[config.mk]
export PLATFORM = sky130hd
export DESIGN_NAME = ctsd_queue
export DESIGN_NICKNAME = d
export VERILOG_FILES = /design/src/rtl/core/ctsd_pkg.sv /design/src/rtl/core/ctsd_queue.sv
export SDC_FILE = /design/constraint.sdc
export NUM_CORES = 1
export LEC_CHECK = 0
export ABC_AREA = 1
export BUFFER_PORTS_ARGS = -buffer_cell sky130_fd_sc_hd__buf_4
export CAP_MARGIN = 5
export CORE_UTILIZATION = 35
export CTS_CLUSTER_DIAMETER = 30
export DETAILED_ROUTE_END_ITERATION = 16
export PLACE_DENSITY = 0.62
export SETUP_SLACK_MARGIN = 0.3
export SLEW_MARGIN = 30
export SYNTH_ARGS = -nofsm -noshare
export SYNTH_HDL_FRONTEND = slang
export SYNTH_SLANG_ARGS = --single-unit
[constraint.sdc]
create_clock -name clk -period 6.65 [get_ports clk]
set_clock_uncertainty 0.05 [all_clocks]
set_input_delay 0.3325 -clock clk [delete_from_list [all_inputs] [get_ports clk]]
set_output_delay 0.3325 -clock clk [all_outputs]
set_load 0.02 [all_outputs]
[src/rtl/core/ctsd_pkg.sv]
// ----------------------------------------------------------------------------
// ctsd_pkg
// shared types and constants for the clut texture stream decoder
// ----------------------------------------------------------------------------
package ctsd_pkg;

    localparam int unsigned PaletteDepthDefault = 256;
    localparam logic [31:0] TimMagic  = 32'(1 << 4);
    localparam int unsigned PalFlagBit = 3;
    localparam logic [2:0]  DepthMask = 3'((1 << 3) - 1);
    localparam logic [4:0]  FiveBits  = 5'h1F;
    localparam int unsigned AlphaBit  = 15;

    localparam logic [1:0] DEPTH_4  = 2'd0;
    localparam logic [1:0] DEPTH_8  = 2'd1;
    localparam logic [1:0] DEPTH_16 = 2'd2;

    typedef struct packed {
        logic [7:0]  data_byte;
        logic        start_of_file;
    } in_item_t;

    typedef struct packed {
        logic [7:0]  red;
        logic [7:0]  green;
        logic [7:0]  blue;
        logic [7:0]  alpha;
        logic [17:0] pixel_x;
        logic [15:0] pixel_y;
        logic [17:0] image_width;
        logic [15:0] image_height;
        logic [1:0]  depth_code;
        logic        status;
        logic        last_in_run;
        logic        last_pixel;
    } out_item_t;

    // classified work handed from the parser to the pixel back end
    typedef enum logic [1:0] {
        OP_ERROR = 2'd0,
        OP_PIX1  = 2'd1,
        OP_PIX2  = 2'd2
    } op_t;

    typedef struct packed {
        op_t         op;
        logic        idx_a_ok;   // index a is palette looked up
        logic        direct;     // 16-bit colour, no lookup
        logic [15:0] colour_a;   // direct colour
        logic [7:0]  idx_a;
        logic [7:0]  idx_b;
        logic [17:0] x_a;
        logic [15:0] y_a;
        logic [17:0] x_b;
        logic [15:0] y_b;
        logic        last_a;
        logic        last_b;
        logic [17:0] width;
        logic [15:0] height;
        logic [1:0]  depth;
    } work_t;

    function automatic out_item_t expand(input logic [15:0] c, input work_t w,
                                         input logic second);
        out_item_t r;
        r.red          = {c[14:10], 3'b000};
        r.green        = {c[9:5], 3'b000};
        r.blue         = {c[4:0], 3'b000};
        r.alpha        = c[AlphaBit] ? 8'd0 : 8'd255;
        r.pixel_x      = second ? w.x_b : w.x_a;
        r.pixel_y      = second ? w.y_b : w.y_a;
        r.image_width  = w.width;
        r.image_height = w.height;
        r.depth_code   = w.depth;
        r.status       = 1'b0;
        r.last_in_run  = 1'b0;
        r.last_pixel   = second ? w.last_b : w.last_a;
        return r;
    endfunction

endpackage

[src/rtl/core/ctsd_queue.sv]
// ----------------------------------------------------------------------------
// ctsd_queue
// two-entry queue between the parser and the pixel back end
// ----------------------------------------------------------------------------
module ctsd_queue (
    input  logic            clk,
    input  logic            rst_n,
    input  logic            in_valid,
    output logic            in_ready,
    input  ctsd_pkg::work_t in_data,
    output logic            out_valid,
    input  logic            out_ready,
    output ctsd_pkg::work_t out_data
);
    ctsd_pkg::work_t mem_reg [2];
    logic       wp_reg;
    logic       rp_reg;
    logic [1:0] cnt_reg;
    logic       push;
    logic       pop;

    assign in_ready  = (cnt_reg != 2'd2);
    assign out_valid = (cnt_reg != 2'd0);
    assign out_data  = mem_reg[rp_reg];
    assign push = in_valid && in_ready;
    assign pop  = out_valid && out_ready;

    always_ff @(posedge clk)
    begin
        if (push)
            mem_reg[wp_reg] <= in_data;
    end

    always_ff @(posedge clk or negedge rst_n)
    begin
        if (!rst_n)
        begin
            wp_reg  <= 1'b0;
            rp_reg  <= 1'b0;
            cnt_reg <= 2'd0;
        end
        else
        begin
            if (push)
                wp_reg <= ~wp_reg;
            if (pop)
                rp_reg <= ~rp_reg;
            cnt_reg <= cnt_reg + 2'(push) - 2'(pop);
        end
    end

    assert property (@(posedge clk) disable iff (!rst_n) cnt_reg <= 2'd2)
        else $error("queue count overflow");
    assert property (@(posedge clk) disable iff (!rst_n)
        (push && !pop) |=> (cnt_reg == $past(cnt_reg) + 2'd1))
        else $error("queue push not counted");
    assert property (@(posedge clk) disable iff (!rst_n)
        (cnt_reg == 2'd0) |-> !pop)
        else $error("pop from empty queue");
endmodule

# ---- Word level (Yosys, flattened, before mapping)
# Memories as Yosys holds them, arrays and structs flattened.
# Index checks and enable logic that the tools add are counted.
dict set report word_totals {
  ff_bits 4
  mem_bits_rw 284
  in_bits 146
  output_inout_bits 144
  word_cells 14
  memories 1
}
dict set report op_classes {
  add_sub_neg 2
  eq_ne 1
  n_mux 2
  n_bitwise 2
  reduce_logical 3
}
# name words word_bits rd rd_ports_with_merged_regs write_ports line_no
set mem_list {}
lappend mem_list {mem_reg 2 142 1 0 1 ctsd_queue.sv:15} ;# ctsd_pkg::work_t mem_reg [2];
# cell count
set op_table {}
lappend op_table {{2-bit by 1-bit adder with 2-bit output} 1}
lappend op_table {{1-bit logical AND} 2}
lappend op_table {{1-bit 2-to-1 mux} 2}
lappend op_table {{2-bit != test, second input constant} 1}
lappend op_table {{1-bit inverter} 2}
lappend op_table {{2-bit nonzero test} 1}
lappend op_table {{2-bit by 1-bit subtractor with 2-bit output} 1}

# ---- Depth between registers and ports, before layout
dict set report depth {
  ltp_word 4
  mapped_depth 10
  depth_no_buf 10
}

# ---- Worst setup path before layout
# No wires, ideal clock.
dict set report synth_timing {
  path_type {reg-to-reg}
  startpoint {register cnt_reg[1]}
  endpoint {memory mem_reg[1][0] (netlist name), enable pin}
  setup_time_ps 645
  t_arrival_ps 6610
  required_ps 5955
  path_slack_ps -655
  stages_incl_launch_ff 4
  n_path_buf 0
  period_less_slack_ps 7305
  path_cell_list {dfrtp_1 -> nand2_1 -> nand2_1 -> nor2_1}
}
dict set report synth_between {
  elab_chain_cells 4
}
# element line_no
set synth_rtl {}
lappend synth_rtl {{from (decl)} ctsd_queue.sv:18} ;# logic [1:0] cnt_reg;
lappend synth_rtl {{from (signal assigned)} ctsd_queue.sv:48} ;# cnt_reg <= cnt_reg + 2'(push) - 2'(pop);
lappend synth_rtl {{2-bit != test} ctsd_queue.sv:22} ;# assign in_ready = (cnt_reg != 2'd2);
lappend synth_rtl {{net in_ready} ctsd_queue.sv:9} ;# output logic in_ready,
lappend synth_rtl {{1-bit logical AND} ctsd_queue.sv:25} ;# assign push = in_valid && in_ready;
lappend synth_rtl {{1-bit 2-to-1 mux} ctsd_queue.sv:30} ;# if (push)
lappend synth_rtl {{1-bit 2-to-1 mux (not written as such)} ctsd_queue.sv:31} ;# mem_reg[wp_reg] <= in_data;
lappend synth_rtl {{to (decl)} ctsd_queue.sv:15}
# The timed path passes the listed nets, and every way through them passes these cells.

==> qor.yml <==
clkTransAtPathRegs_ps: 50
crit_arrival_ps: 3290
crit_chain: "inv_4 -> buf_4 -> nand2_1 -> nand2_1 -> buf_4"
clk_latency_ps: 570
drive_gt1_share_pct: 30.91
cts_num_sinks: 288
period_share_pct: 55.29
final_util_pct: 56.08
post_cts_buffers: 0
rsz0062_at_grt: "no"
cts_buffers: 60
required_ps: 6270
first_global_vias: 7700
slew_violations: 0
cpMaxStageDelayCell: "buf_4"
tightest_slew_ps: 894.3
synth_seq_area_share_pct: 81.74
leakage_nw: 7.100
avgSynthCellArea_um2: 13.65
worstSetupEndpointType: "output port"
dpl.hpwl_mm: 14.44
wl_per_cell_um: 15.25
die_w_um: 175.7
remaining_drc_errors: 0
max_slew_margin_pct: 40.38
ios: 290
grt_pass1_wl_mm: 39.57
antennaDiodeCount: 0
timing.setup.tns_ps: 0
max_stage_delay_ps: 760
start_kind: "register"
drtIter0Drc: 330
power_density_mw_per_mm2: 491.3
ys_seq_elements: 288
period_minus_slack_ps: 3677
fin_nets: 1391
cts_resized: 0
cts_root_buf: "clkbuf_16"
cts_tree: "yes"
ys_types: 11
track_usage_pct: 16.40
antenna_found_initial: 0
cts_buffer_depth: 3
worst-path-max-fanout: 74
drt_first_pass_iters: 4
synth_nets: 921
vdd_drop_max_mv: 0.2852
maxClockFrequency_ghz: 0.2720
hold_viol_final: 0
synthCells: 773
hold_buffers: 144
grt_max_degree: 95
htreeDepth: 2
status: "finished, final reports clean"
gp_congestion: 0.7597
p_total_mw: 8.167
vias: 7442
overflow: 0
largest_register_ffs: 284
max-cap-violations: 0
io_buffer_count: 289
netlist_area_mm2: 0.01056
min_path_type: "input pin to register"
ant_nets: 0
setup_violations: 0
start_util_pct: 35.61
die_area_mm2: 0.03086
vias_per_cell: 4.419
rows: 63
die_y_um: 175.7
core_area_mm2: 0.02964
totalWireLength_mm: 25.67
area_delta_synth_final_pct: 57.48
ys_warn_count: 0
crit_type: "register to output port"
[Yosys cell counts, drive strengths merged]
master	n	area share (%)
nand2	439	16
edfxtp	284	81
buf	31	1.9
inv	9	0.34
dfrtp	4	0.95
nand3	3	0.14
ha	2	0.24
nor2	1	0.036
[path summary, 6_finish.rpt]
path                          start      endpoint  slack, ps  depth (start not counted)
max reg2reg                  rp_reg        rp_reg       3960                          4
min                        in_valid        wp_reg         80                          4
max                          rp_reg  out_data[55]       2970                          5
max in group asynchronous     rst_n        rp_reg       6320                          2
min in group asynchronous     rst_n        rp_reg        100                          2
min reg2reg                  wp_reg        wp_reg        420                          2
[power by group]
group          total [mW]  internal [mW]  leakage, nW  switching [mW]
combinational        2.54          0.893         3.38            1.65
clock                3.00           2.04         1.03           0.966
sequential           2.62           2.49         2.69           0.136
[routing by layer]
metal,global-route usage [%],vias to the layer above,part of all wire (%)
met4,5.833,0,2.3
li1,-,3573,-
met3,5.563,55,9.0
met5,0,-,0
met1,19.67,3514,41
met2,27.40,300,48
[through the flow]
stage	setup WS [ps]	cells	hold slack, ps	cell area, µm²
finish	2973	1684	78.95	16620
global route	2754	1684	90.58	16620
CTS	2987	1684	65.15	16620
detailed placement	3603	1427	96.47	13080
global placement	3611	1427	97.56	13080
floorplan	1737	773	-13.09	10560
[layout make-up]
cell class	instances	area (µm²)
Clock buffer	66	1554
Clock inverter	47	548.0
Fill cell	2336	13020
Inverter	9	41.29
Multi-Input combinational cell	445	1699
Sequential cell	288	8632
Tap cell	390	488.0
Timing Repair Buffer	439	3660
[placed cells by master (no fill, tap or decap), types with 2 or more instances in the layout]
master	netlist	layout
edfxtp_1	284	284
nand3_1	3	3
clkinv_2	0	13
inv_6	0	2
clkinvlp_4	0	4
inv_1	8	7
dfrtp_1	4	3
clkinv_1	0	9
nand2_1	439	439
clkbuf_16	0	60
clkinv_4	0	8
bufinv_16	0	9
dlygate4sd3_1	0	144
buf_4	5	294
clkbuf_1	0	3
clkbuf_8	0	3
inv_16	0	2
ha_1	2	2
[logic make-up (layout without fill, tap and decap cells)]
group	after synthesis	count (layout)	share of synthesized area, %
AND/OR/NAND/NOR	443	443	15.79
flip-flops	288	288	81.74
buffers and inverters	40	561	2.229
adder cells (fa/ha/maj)	2	2	0.2370
[worst max-delay path: cells and delay by family (launching register included)]
kind,cells,cell delay [ps]
simple gates,2,240
flops,1,700
buf+inv,3,1580
(Power assumes the default switching activity.)
