===== src/rtl/core/ctsd_pkg.sv =====
// ----------------------------------------------------------------------------
// ctsd_pkg
// shared types and constants for the clut texture stream decoder
// ----------------------------------------------------------------------------
package ctsd_pkg;

    localparam int unsigned PaletteDepthDefault = 256;
    localparam logic [31:0] TimMagic  = 32'(1 << 4);
    localparam int unsigned PalFlagBit = 3;
    localparam logic [2:0]  DepthMask = 3'((1 << 3) - 1);
    localparam logic [4:0]  FiveBits  = 5'h1F;
    localparam int unsigned AlphaBit  = 15;

    localparam logic [1:0] DEPTH_4  = 2'd0;
    localparam logic [1:0] DEPTH_8  = 2'd1;
    localparam logic [1:0] DEPTH_16 = 2'd2;

    typedef struct packed {
        logic [7:0]  data_byte;
        logic        start_of_file;
    } in_item_t;

    typedef struct packed {
        logic [7:0]  red;
        logic [7:0]  green;
        logic [7:0]  blue;
        logic [7:0]  alpha;
        logic [17:0] pixel_x;
        logic [15:0] pixel_y;
        logic [17:0] image_width;
        logic [15:0] image_height;
        logic [1:0]  depth_code;
        logic        status;
        logic        last_in_run;
        logic        last_pixel;
    } out_item_t;

    // classified work handed from the parser to the pixel back end
    typedef enum logic [1:0] {
        OP_ERROR = 2'd0,
        OP_PIX1  = 2'd1,
        OP_PIX2  = 2'd2
    } op_t;

    typedef struct packed {
        op_t         op;
        logic        idx_a_ok;   // index a is palette looked up
        logic        direct;     // 16-bit colour, no lookup
        logic [15:0] colour_a;   // direct colour
        logic [7:0]  idx_a;
        logic [7:0]  idx_b;
        logic [17:0] x_a;
        logic [15:0] y_a;
        logic [17:0] x_b;
        logic [15:0] y_b;
        logic        last_a;
        logic        last_b;
        logic [17:0] width;
        logic [15:0] height;
        logic [1:0]  depth;
    } work_t;

    function automatic out_item_t expand(input logic [15:0] c, input work_t w,
                                         input logic second);
        out_item_t r;
        r.red          = {c[14:10], 3'b000};
        r.green        = {c[9:5], 3'b000};
        r.blue         = {c[4:0], 3'b000};
        r.alpha        = c[AlphaBit] ? 8'd0 : 8'd255;
        r.pixel_x      = second ? w.x_b : w.x_a;
        r.pixel_y      = second ? w.y_b : w.y_a;
        r.image_width  = w.width;
        r.image_height = w.height;
        r.depth_code   = w.depth;
        r.status       = 1'b0;
        r.last_in_run  = 1'b0;
        r.last_pixel   = second ? w.last_b : w.last_a;
        return r;
    endfunction

endpackage


===== src/rtl/core/ctsd_parser.sv =====
// ----------------------------------------------------------------------------
// ctsd_parser
// front end: header parsing, palette loading and pixel classification
// ----------------------------------------------------------------------------
module ctsd_parser #(
    parameter int unsigned PALETTE_DEPTH = ctsd_pkg::PaletteDepthDefault
) (
    input  logic                  clk,
    input  logic                  rst_n,
    input  logic                  in_valid,
    output logic                  in_ready,
    input  ctsd_pkg::in_item_t    in_data,
    output logic                  q_valid,
    input  logic                  q_ready,
    input  logic                  q_idle,
    output ctsd_pkg::work_t       q_data,
    output logic                  pal_we,
    output logic [7:0]            pal_waddr,
    output logic [15:0]           pal_wdata,
    output logic                  pal_clear
);
    typedef enum logic [3:0] {
        PH_IDLE, PH_MAGIC, PH_FLAGS, PH_CLUT_SIZE, PH_CLUT_POS, PH_CLUT_DIM,
        PH_CLUT_DATA, PH_IMG_SIZE, PH_IMG_POS, PH_IMG_DIM, PH_PIXELS, PH_DONE
    } phase_t;

    phase_t      phase_reg;
    logic [1:0]  bif_reg;
    logic [23:0] field_reg;
    logic [1:0]  depth_reg;
    logic [31:0] left_reg;
    logic [8:0]  widx_reg;
    logic [17:0] width_reg;
    logic [15:0] height_reg;
    logic [17:0] col_reg;
    logic [15:0] row_reg;
    logic [7:0]  low_reg;

    logic        take;
    phase_t      ph;
    logic [1:0]  bif;
    logic [31:0] word;
    logic [15:0] wdim;
    logic [31:0] prod;
    logic [17:0] wcalc;
    logic        col_end_a;
    logic        row_end_a;
    logic [17:0] col_a1;
    logic [15:0] row_a1;

    // a start waits until queued pixel requests have read the old palette
    assign in_ready = q_ready && (q_idle || !in_data.start_of_file);
    assign take     = in_valid && in_ready;
    assign ph       = in_data.start_of_file ? PH_MAGIC : phase_reg;
    assign bif      = in_data.start_of_file ? 2'd0 : bif_reg;
    assign word     = {in_data.data_byte, field_reg};
    assign wdim     = word[15:0];
    assign prod     = 32'(word[15:0]) * 32'(word[31:16]);
    always_comb
    begin
        unique case (depth_reg)
            ctsd_pkg::DEPTH_4:  wcalc = {wdim, 2'b00};
            ctsd_pkg::DEPTH_8:  wcalc = {1'b0, wdim, 1'b0};
            default:            wcalc = {2'b00, wdim};
        endcase
    end
    assign col_a1    = col_reg + 18'd1;
    assign row_a1    = row_reg + 16'd1;
    assign col_end_a = (col_a1 >= width_reg);
    assign row_end_a = (row_a1 >= height_reg);

    always_comb
    begin
        q_valid = 1'b0;
        q_data  = '0;
        q_data.op     = ctsd_pkg::OP_ERROR;
        q_data.idx_a  = in_data.data_byte;
        q_data.idx_b  = {4'd0, in_data.data_byte[7:4]};
        q_data.x_a    = col_reg;
        q_data.y_a    = row_reg;
        q_data.x_b    = col_end_a ? 18'd0 : col_a1;
        q_data.y_b    = row_reg;
        q_data.last_a = col_end_a && row_end_a;
        q_data.last_b = (col_a1 + 18'd1 == width_reg) && row_end_a;
        q_data.width  = width_reg;
        q_data.height = height_reg;
        q_data.depth  = depth_reg;
        q_data.colour_a = {in_data.data_byte, low_reg};
        pal_we    = 1'b0;
        pal_waddr = widx_reg[7:0];
        pal_wdata = {in_data.data_byte, low_reg};
        pal_clear = take && in_data.start_of_file;
        if (in_valid)
        begin
            if (ph == PH_MAGIC && bif == 2'd3 && word != ctsd_pkg::TimMagic)
            begin
                q_valid = 1'b1;
            end
            else if (ph == PH_PIXELS)
            begin
                if (depth_reg == ctsd_pkg::DEPTH_4)
                begin
                    q_valid = 1'b1;
                    q_data.op = col_end_a ? ctsd_pkg::OP_PIX1 : ctsd_pkg::OP_PIX2;
                    q_data.idx_a = {4'd0, in_data.data_byte[3:0]};
                    q_data.idx_a_ok = 1'b1;
                end
                else if (depth_reg == ctsd_pkg::DEPTH_8)
                begin
                    q_valid = 1'b1;
                    q_data.op = ctsd_pkg::OP_PIX1;
                    q_data.idx_a_ok = 1'b1;
                end
                else if (bif_reg == 2'd1)
                begin
                    q_valid = 1'b1;
                    q_data.op = ctsd_pkg::OP_PIX1;
                    q_data.direct = 1'b1;
                end
            end
            else if (ph == PH_CLUT_DATA && bif_reg == 2'd1
                     && widx_reg < 9'(PALETTE_DEPTH))
            begin
                pal_we = take;
            end
        end
    end

    always_ff @(posedge clk or negedge rst_n)
    begin
        if (!rst_n)
        begin
            phase_reg  <= PH_IDLE;
            bif_reg    <= '0;
            field_reg  <= '0;
            depth_reg  <= '0;
            left_reg   <= '0;
            widx_reg   <= '0;
            width_reg  <= '0;
            height_reg <= '0;
            col_reg    <= '0;
            row_reg    <= '0;
            low_reg    <= '0;
        end
        else if (take)
        begin
            if (in_data.start_of_file)
            begin
                phase_reg  <= PH_MAGIC;
                depth_reg  <= '0;
                left_reg   <= '0;
                widx_reg   <= '0;
                width_reg  <= '0;
                height_reg <= '0;
                col_reg    <= '0;
                row_reg    <= '0;
                low_reg    <= '0;
            end
            unique case (ph)
                PH_MAGIC, PH_FLAGS, PH_CLUT_SIZE, PH_CLUT_POS, PH_CLUT_DIM,
                PH_IMG_SIZE, PH_IMG_POS, PH_IMG_DIM:
                begin
                    // little-endian field assembly, byte at bif
                    unique case (bif)
                        2'd0: field_reg <= {16'd0, in_data.data_byte};
                        2'd1: field_reg[15:8] <= in_data.data_byte;
                        2'd2: field_reg[23:16] <= in_data.data_byte;
                        default: field_reg <= field_reg;
                    endcase
                    bif_reg <= bif + 2'd1;
                    if (bif == 2'd3)
                    begin
                        bif_reg <= 2'd0;
                        unique case (ph)
                            PH_MAGIC:
                                phase_reg <= (word == ctsd_pkg::TimMagic) ? PH_FLAGS
                                                                          : PH_IDLE;
                            PH_FLAGS:
                            begin
                                depth_reg <= ((word[2:0] & ctsd_pkg::DepthMask) <= 3'd2)
                                             ? word[1:0] : 2'd0;
                                phase_reg <= word[ctsd_pkg::PalFlagBit] ? PH_CLUT_SIZE
                                                                        : PH_IMG_SIZE;
                            end
                            PH_CLUT_SIZE: phase_reg <= PH_CLUT_POS;
                            PH_CLUT_POS:  phase_reg <= PH_CLUT_DIM;
                            PH_CLUT_DIM:
                            begin
                                left_reg  <= prod;
                                widx_reg  <= '0;
                                phase_reg <= (prod != 32'd0) ? PH_CLUT_DATA : PH_IMG_SIZE;
                            end
                            PH_IMG_SIZE:  phase_reg <= PH_IMG_POS;
                            PH_IMG_POS:   phase_reg <= PH_IMG_DIM;
                            default:
                            begin
                                width_reg  <= wcalc;
                                height_reg <= word[31:16];
                                col_reg    <= '0;
                                row_reg    <= '0;
                                phase_reg  <= (wcalc == 18'd0 || word[31:16] == 16'd0)
                                              ? PH_DONE : PH_PIXELS;
                            end
                        endcase
                    end
                end
                PH_CLUT_DATA:
                begin
                    if (bif_reg == 2'd0)
                    begin
                        low_reg <= in_data.data_byte;
                        bif_reg <= 2'd1;
                    end
                    else
                    begin
                        if (widx_reg < 9'(PALETTE_DEPTH))
                            widx_reg <= widx_reg + 9'd1;
                        bif_reg  <= 2'd0;
                        left_reg <= left_reg - 32'd1;
                        if (left_reg == 32'd1)
                        begin
                            phase_reg <= PH_IMG_SIZE;
                            field_reg <= '0;
                        end
                    end
                end
                PH_PIXELS:
                begin
                    if (depth_reg == ctsd_pkg::DEPTH_16 && bif_reg == 2'd0)
                    begin
                        low_reg <= in_data.data_byte;
                        bif_reg <= 2'd1;
                    end
                    else
                    begin
                        bif_reg <= 2'd0;
                        if (depth_reg == ctsd_pkg::DEPTH_4 && !col_end_a)
                        begin
                            // two pixels from one byte
                            if (col_a1 + 18'd1 >= width_reg)
                            begin
                                col_reg <= '0;
                                row_reg <= row_a1;
                                if (row_end_a)
                                    phase_reg <= PH_DONE;
                            end
                            else
                            begin
                                col_reg <= col_a1 + 18'd1;
                            end
                        end
                        else if (col_end_a)
                        begin
                            col_reg <= '0;
                            row_reg <= row_a1;
                            if (row_end_a)
                                phase_reg <= PH_DONE;
                        end
                        else
                        begin
                            col_reg <= col_a1;
                        end
                    end
                end
                default: phase_reg <= phase_reg;
            endcase
        end
    end

    assert property (@(posedge clk) disable iff (!rst_n)
        pal_we |-> (phase_reg == PH_CLUT_DATA))
        else $error("palette write outside palette phase");
    assert property (@(posedge clk) disable iff (!rst_n)
        (phase_reg == PH_PIXELS) |-> (width_reg != 18'd0 && height_reg != 16'd0))
        else $error("pixel phase with empty image");
    assert property (@(posedge clk) disable iff (!rst_n)
        (phase_reg == PH_PIXELS) |-> (col_reg < width_reg && row_reg < height_reg))
        else $error("pixel position out of image");
endmodule


===== config.mk =====
export PLATFORM = sky130hd
export DESIGN_NAME = ctsd_parser
export DESIGN_NICKNAME = d
export VERILOG_FILES = /design/src/rtl/core/ctsd_pkg.sv /design/src/rtl/core/ctsd_parser.sv
export SDC_FILE = /design/constraint.sdc
export NUM_CORES = 1
export LEC_CHECK = 0
export BUFFER_PORTS_ARGS = -buffer_cell sky130_fd_sc_hd__buf_4
export CORE_UTILIZATION = 45
export CTS_CLUSTER_DIAMETER = 80
export DETAILED_ROUTE_END_ITERATION = 10
export PLACE_DENSITY = 0.77
export SYNTH_ARGS = -nofsm -noshare
export SYNTH_HDL_FRONTEND = slang
export SYNTH_SLANG_ARGS = --single-unit

===== constraint.sdc =====
create_clock -name clk -period 6.53 [get_ports clk]
set_input_delay 0.653 -clock clk [delete_from_list [all_inputs] [get_ports clk]]
set_output_delay 0.653 -clock clk [all_outputs]
set_load 0.005 [all_outputs]

* Word level (Yosys, flattened, before mapping)
Cells that the tools add are included.
Word-level totals: bits of input ports 14, register bits after elaboration 149, output and inout port bits 170, word-level logic and storage cells 174
Operators by class: multiplexer cells 95, $mul 1, magnitude comparators 5, reductions and logical operators 29, equality and inequality tests 25, add/subtract/negate cells 6
Operator list (count):
- $mux 18 | 11
- $mux 16 | 11
- $mux 32 | 4
- $pmux 18 s2 | 2
- $mux 8 | 8
- $pmux 32 s2 | 1
- $mux 24 | 2
- $mux 4 | 12
- $pmux 24 s2 | 1
- $pmux 8 s2 | 3
- $mux 9 | 5
- $add 18x1->18 const B | 2
- $ge 18x18->1 | 2
- $eq 32x1->1 const B | 1
- $eq 32x5->1 const B | 1
- $mul 16x16->32 | 1
- $ne 32x5->1 const B | 1
- $pmux 16 s2 | 1
- $reduce_bool 32->1 | 1
- $sub 32x1->32 const B | 1
- $pmux 4 s7 | 1
- $mux 2 | 10
- $eq 18x18->1 | 1
- $logic_not 18->1 | 1
- 31 further kinds | 77

* Longest topological paths before layout
depth in word-level cells 8, mapped depth 26

* Worst setup path after synthesis
Ideal clock, no wire load.
path kind register to register, from register field_reg[8], to register left_reg[20], data required time 6.400 ns, data arrival time 6.280 ns, setup slack 0.120 ns, setup time 0.130 ns, stages on the path, launching flop included 23, cell sequence dfrtp_1 > clkbuf_1 > clkbuf_1 > nand2_1 > fa_1 > fa_1 > fa_1 > fa_1 > inv_1 > fa_1 > inv_1 > fa_1 > inv_1 > ha_1 > nand3_1 > nor4_1 > nor4_1 > o31ai_1 > a21boi_0 > xnor2_1 > a22oi_1 > nand2_1 > o2bb2ai_1
On the way: cells in the longest elaborated chain, start to end 4
Ends and longest elaborated chain:
- from (decl) | line ctsd_parser.sv:29 | logic [23:0] field_reg;
- from (signal assigned) | line ctsd_parser.sv:165 | 2'd0: field_reg <= {16'd0, in_data.data_byte};
- from (signal assigned) | line ctsd_parser.sv:166 | 2'd1: field_reg[15:8] <= in_data.data_byte;
- from (signal assigned) | line ctsd_parser.sv:168 | default: field_reg <= field_reg;
- $mul 16x16->32 | line ctsd_parser.sv:58 | assign prod = 32'(word[15:0]) * 32'(word[31:16]);
- $mux 32 | line ctsd_parser.sv:174 | unique case (ph)
- $mux 32 | line ctsd_parser.sv:171 | if (bif == 2'd3)
- $pmux 32 s2 | line ctsd_parser.sv:159 | unique case (ph)
- to (signal assigned) | line ctsd_parser.sv:189 | left_reg <= prod;
- to (signal assigned) | line ctsd_parser.sv:219 | left_reg <= left_reg - 32'd1;
- to (decl) | line ctsd_parser.sv:31 | logic [31:0] left_reg;
No other way between the ends. A chain may end at the register's enable or synchronous reset.

* Final worst setup path
from register field_reg[18], to register phase_reg[0]
On the way: cells in the longest elaborated chain, start to end 6, elaborated cells on any way between the ends 9, those cells by class mul (1); mux (5); reduce/logical (3)
Ends and longest elaborated chain:
- from (signal assigned) | line ctsd_parser.sv:165
- from (signal assigned) | line ctsd_parser.sv:167 | 2'd2: field_reg[23:16] <= in_data.data_byte;
- from (signal assigned) | line ctsd_parser.sv:168
- $mul 16x16->32 / $logic_not 16->1 (equally long branches) | line ctsd_parser.sv:58, ctsd_parser.sv:201
- $reduce_bool 32->1 / $logic_or 1x1->1 (equally long branches) | line ctsd_parser.sv:191, ctsd_parser.sv:201
- $mux 1 (on tied branches) | line ctsd_parser.sv:191, ctsd_parser.sv:202
- $pmux 4 s7 * | line ctsd_parser.sv:174
- $mux 4 * | line ctsd_parser.sv:171
- $pmux 4 s3 * | line ctsd_parser.sv:159
- to (signal assigned) | line ctsd_parser.sv:176 | phase_reg <= (word == ctsd_pkg::TimMagic) ? PH_FLAGS
- to (signal assigned) | line ctsd_parser.sv:182 | phase_reg <= word[ctsd_pkg::PalFlagBit] ? PH_CLUT_SIZE
- to (signal assigned) | line ctsd_parser.sv:191 | phase_reg <= (prod != 32'd0) ? PH_CLUT_DATA : PH_IMG_SIZE;
- to (decl) | line ctsd_parser.sv:27 | phase_t phase_reg;
Mark *: on every way between the ends. The rest lies on a longest branch, timed or not.

==> flow_summary.ini <==
[status]
status = complete, no violations

[timing]
fmax_ghz = 0.159
setup_ws_ps = 256
fin_crit_sh = 0.961
min_period_ps = 6270
hold_violations = 0
worst_pin_slew_ps = 1260
setup_viol = 0
whs_ps = 204
rsz0062_at_grt = yes
relSlewSlack = 0.150
report.final.slew_viol_count = 0
finalClockSkew_ps = 15.6

[cts]
clk_path_buf_depth = 2
cts.reportedPaths.clkPinSlew_ps = 80
htree_levels = 4
clockRootBuffer = clkbuf_16
clock_latency_ps = 450
cts_tree = done
numCtsBuffers = 17
cts_sinks = 149

[pwr]
p_leak_nw = 11.0
peakVddDrop_mv = 0.509
p_total_mw = 7.93
power.density_nw_per_um2 = 348
p_sw_mw = 4.04
pwr-share-seq = 0.134
switching_share = 0.510
comb_power_share = 0.733
clkPwrFrac = 0.133
internal-power_mw = 3.89

[placed_design]
routabilityCongestion = 0.940
dpl.hpwl_mm = 47.9
dp_cells = 3132
placement.io_buffers = 179
preCtsSetupSlack_ps = -3.49

[routing]
wirelength_mm = 60.7
avgRoutedWirePerCell_um = 19.2
firstDrtPassIters = 6
drt_iter0_markers = 1942
ant_nets = 0
routed_via_density = 5.86
post-route-drc-count = 0
vias = 18500

[logic_synthesis]
yosysSeqAreaShare = 0.187
muxShareOfSynthArea = 0.0112
synth_fa_ha_area_frac = 0.300
synth_area_um2 = 19900
synth_xor_area_frac = 0.0263
synth_top_flop_cell = dfrtp_1
synth_top_area_frac = 0.195
avgSynthCellArea_um2 = 8.17
ys_ff_latch = 149
synth_compound_area_frac = 0.156
synthTopCellsByArea = fa_1, dfrtp_1, ha_1, nand2_1, inv_1
synth_top_cell_by_area = fa_1
yosys.area_share.simple = 0.213
synth_cells = 2436
synth_top_family_by_area = adder cells
synth_cell_types = 90
async_flop_share = 1.00
synth_edf_count = 0
yosys_warnings = 0

[floorplan]
start_util = 0.459
std_cell_rows = 76
coreArea_um2 = 43400
die_width_um = 212
die_h_um = 212
ios = 184
design.die.area_um2 = 45100

[setup_path]
cp_top_family = adder cells
crit_path_frequent_cell = fa_1
crit_slowest_cell = fa_1
ff2ff_setup_slack_ps = 260
worstPathMaxFanout = 10
path_class = reg2reg
cp-end-kind = flip-flop
cp-start-kind = flip-flop
critical_path_required_ps = 6920
path_buf_inv = 6
crit_chain = buf_4, buf_4, nand2_1, fa_1, inv_1, fa_1, ha_1, inv_1, fa_1, fa_1, fa_1, inv_1, ha_1, buf_4, and2_1, nor3_1, xnor2_1, nor4_1, nand4_1, nor4_2, nand4_1, nand2_1
slowest_delay_ps = 550
critPathArrivalTime_ps = 6670

[job]
maxCapViolations = 0

[finish]
mostFrequentLayoutCell = nand2_1
fin_cells = 3166
postLayoutCoreUtil = 0.525
fillers = 4068
largest_reg_flops = 32
final_nets = 2942
layout-area-overhead-vs-synth_pct = 14.3
drive_above_1_share = 0.155
final_cell_mix = nand2_1, inv_1, buf_4

[min_path]
hold_path.class = in2async

[grt]
antenna_found_initial = 0
grt_pass1_wl_mm = 98.7
grt_start_max_net_pins = 80
grt_pass1_vias = 18600
grt_usage = 0.276
grt-ovfl-total = 0
-- path summary, 6_finish.rpt --
kind	startpoint	end	depth (start not counted)
min reg2reg	width_reg[2]	width_reg[2]	2
max reg2reg	field_reg[18]	phase_reg[0]	22
min in group clk	width_reg[2]	width_reg[2]	2
max	field_reg[18]	phase_reg[0]	22
max in group asynchronous	rst_n	widx_reg[2]	2
min	rst_n	width_reg[4]	1
-- logic make-up after synthesis --
logic type	Yosys count
and+or+nand+nor	862
buffers and inverters	494
AOI/OAI and AO/OA	488
adders and majority gates	361
DFF	149
xor gates and xnor gates	59
muxes	22
other	1
-- final cells by class --
| cell class | instances | area, µm² | share of cell area |
|---|---|---|---|
| multi-input cells | 1796 | 14300 | 0.628 |
| flip-flops and latches | 149 | 3730 | 0.164 |
| repair buffers | 299 | 2260 | 0.0993 |
| inverters | 304 | 1140 | 0.0501 |
| well taps | 585 | 732 | 0.0322 |
| clock buffers | 17 | 425 | 0.0187 |
| clock inverters | 15 | 184 | 0.00808 |
| diodes | 1 | 2.50 | 0.000110 |
-- Yosys cell counts, drive strengths merged (13+ instances only) --
| cell type | instances |
|---|---|
| fa | 194 |
| and3 | 17 |
| a21o | 23 |
| nand2 | 332 |
| a211oi | 16 |
| a31oi | 13 |
| clkbuf | 113 |
| nand2b | 20 |
| a22o | 34 |
| ha | 167 |
| nor2b | 13 |
| a21oi | 108 |
| xor2 | 21 |
| inv | 304 |
| dfrtp | 149 |
| nand3 | 67 |
| buf | 76 |
| and2 | 135 |
| a22oi | 20 |
| o21ai | 170 |
| xnor2 | 38 |
| nor2 | 128 |
| nor3 | 43 |
| nor4 | 29 |
| nand4 | 29 |
| mux2i | 19 |
-- metrics by stage --
step           cell area, µm²  setup TNS, ps
2_1_floorplan           19900              0
3_3_place_gp            21900          -42.9
3_5_place_dp            21900          -3.49
4_1_cts                 22600              0
5_1_grt                 22800           -128
6_report                22800              0
-- power groups by stage --
| stage | clock network (mW) | logic, mW | registers (mW) |
|---|---|---|---|
| 5_1_grt | 1.10 | 6.60 | 1.07 |
| 4_1_cts | 1.06 | 5.49 | 1.06 |
| 2_1_floorplan | 0 | 3.54 | 1.01 |
| 3_5_place_dp | 0 | 5.41 | 1.08 |
| 3_3_place_gp | 0 | 5.38 | 1.07 |
| 6_report | 1.05 | 5.81 | 1.06 |
-- worst register-to-register path: stages, from the launching register on --
cell	delay, ps
dfrtp_1	500
buf_4	210
buf_4	190
nand2_1	90
fa_1	510
inv_1	50
fa_1	510
ha_1	150
inv_1	50
fa_1	550
fa_1	450
fa_1	550
inv_1	50
ha_1	370
buf_4	190
and2_1	180
nor3_1	420
xnor2_1	180
nor4_1	410
nand4_1	160
nor4_2	250
nand4_1	110
nand2_1	80
-- layer usage --
layer / share of wire / global-route usage
met5: 0 / 0
met4: 0.032 / 0.0972
met3: 0.080 / 0.0400
met2: 0.48 / 0.462
met1: 0.41 / 0.365
-- timing repair --
action	CTS	global route
resized for setup	0	43
hold endpoints to repair	0	0
setup endpoints to repair	0	15
buffers inserted	0	1
hold buffers	0	0
(Power assumes the default switching activity.)
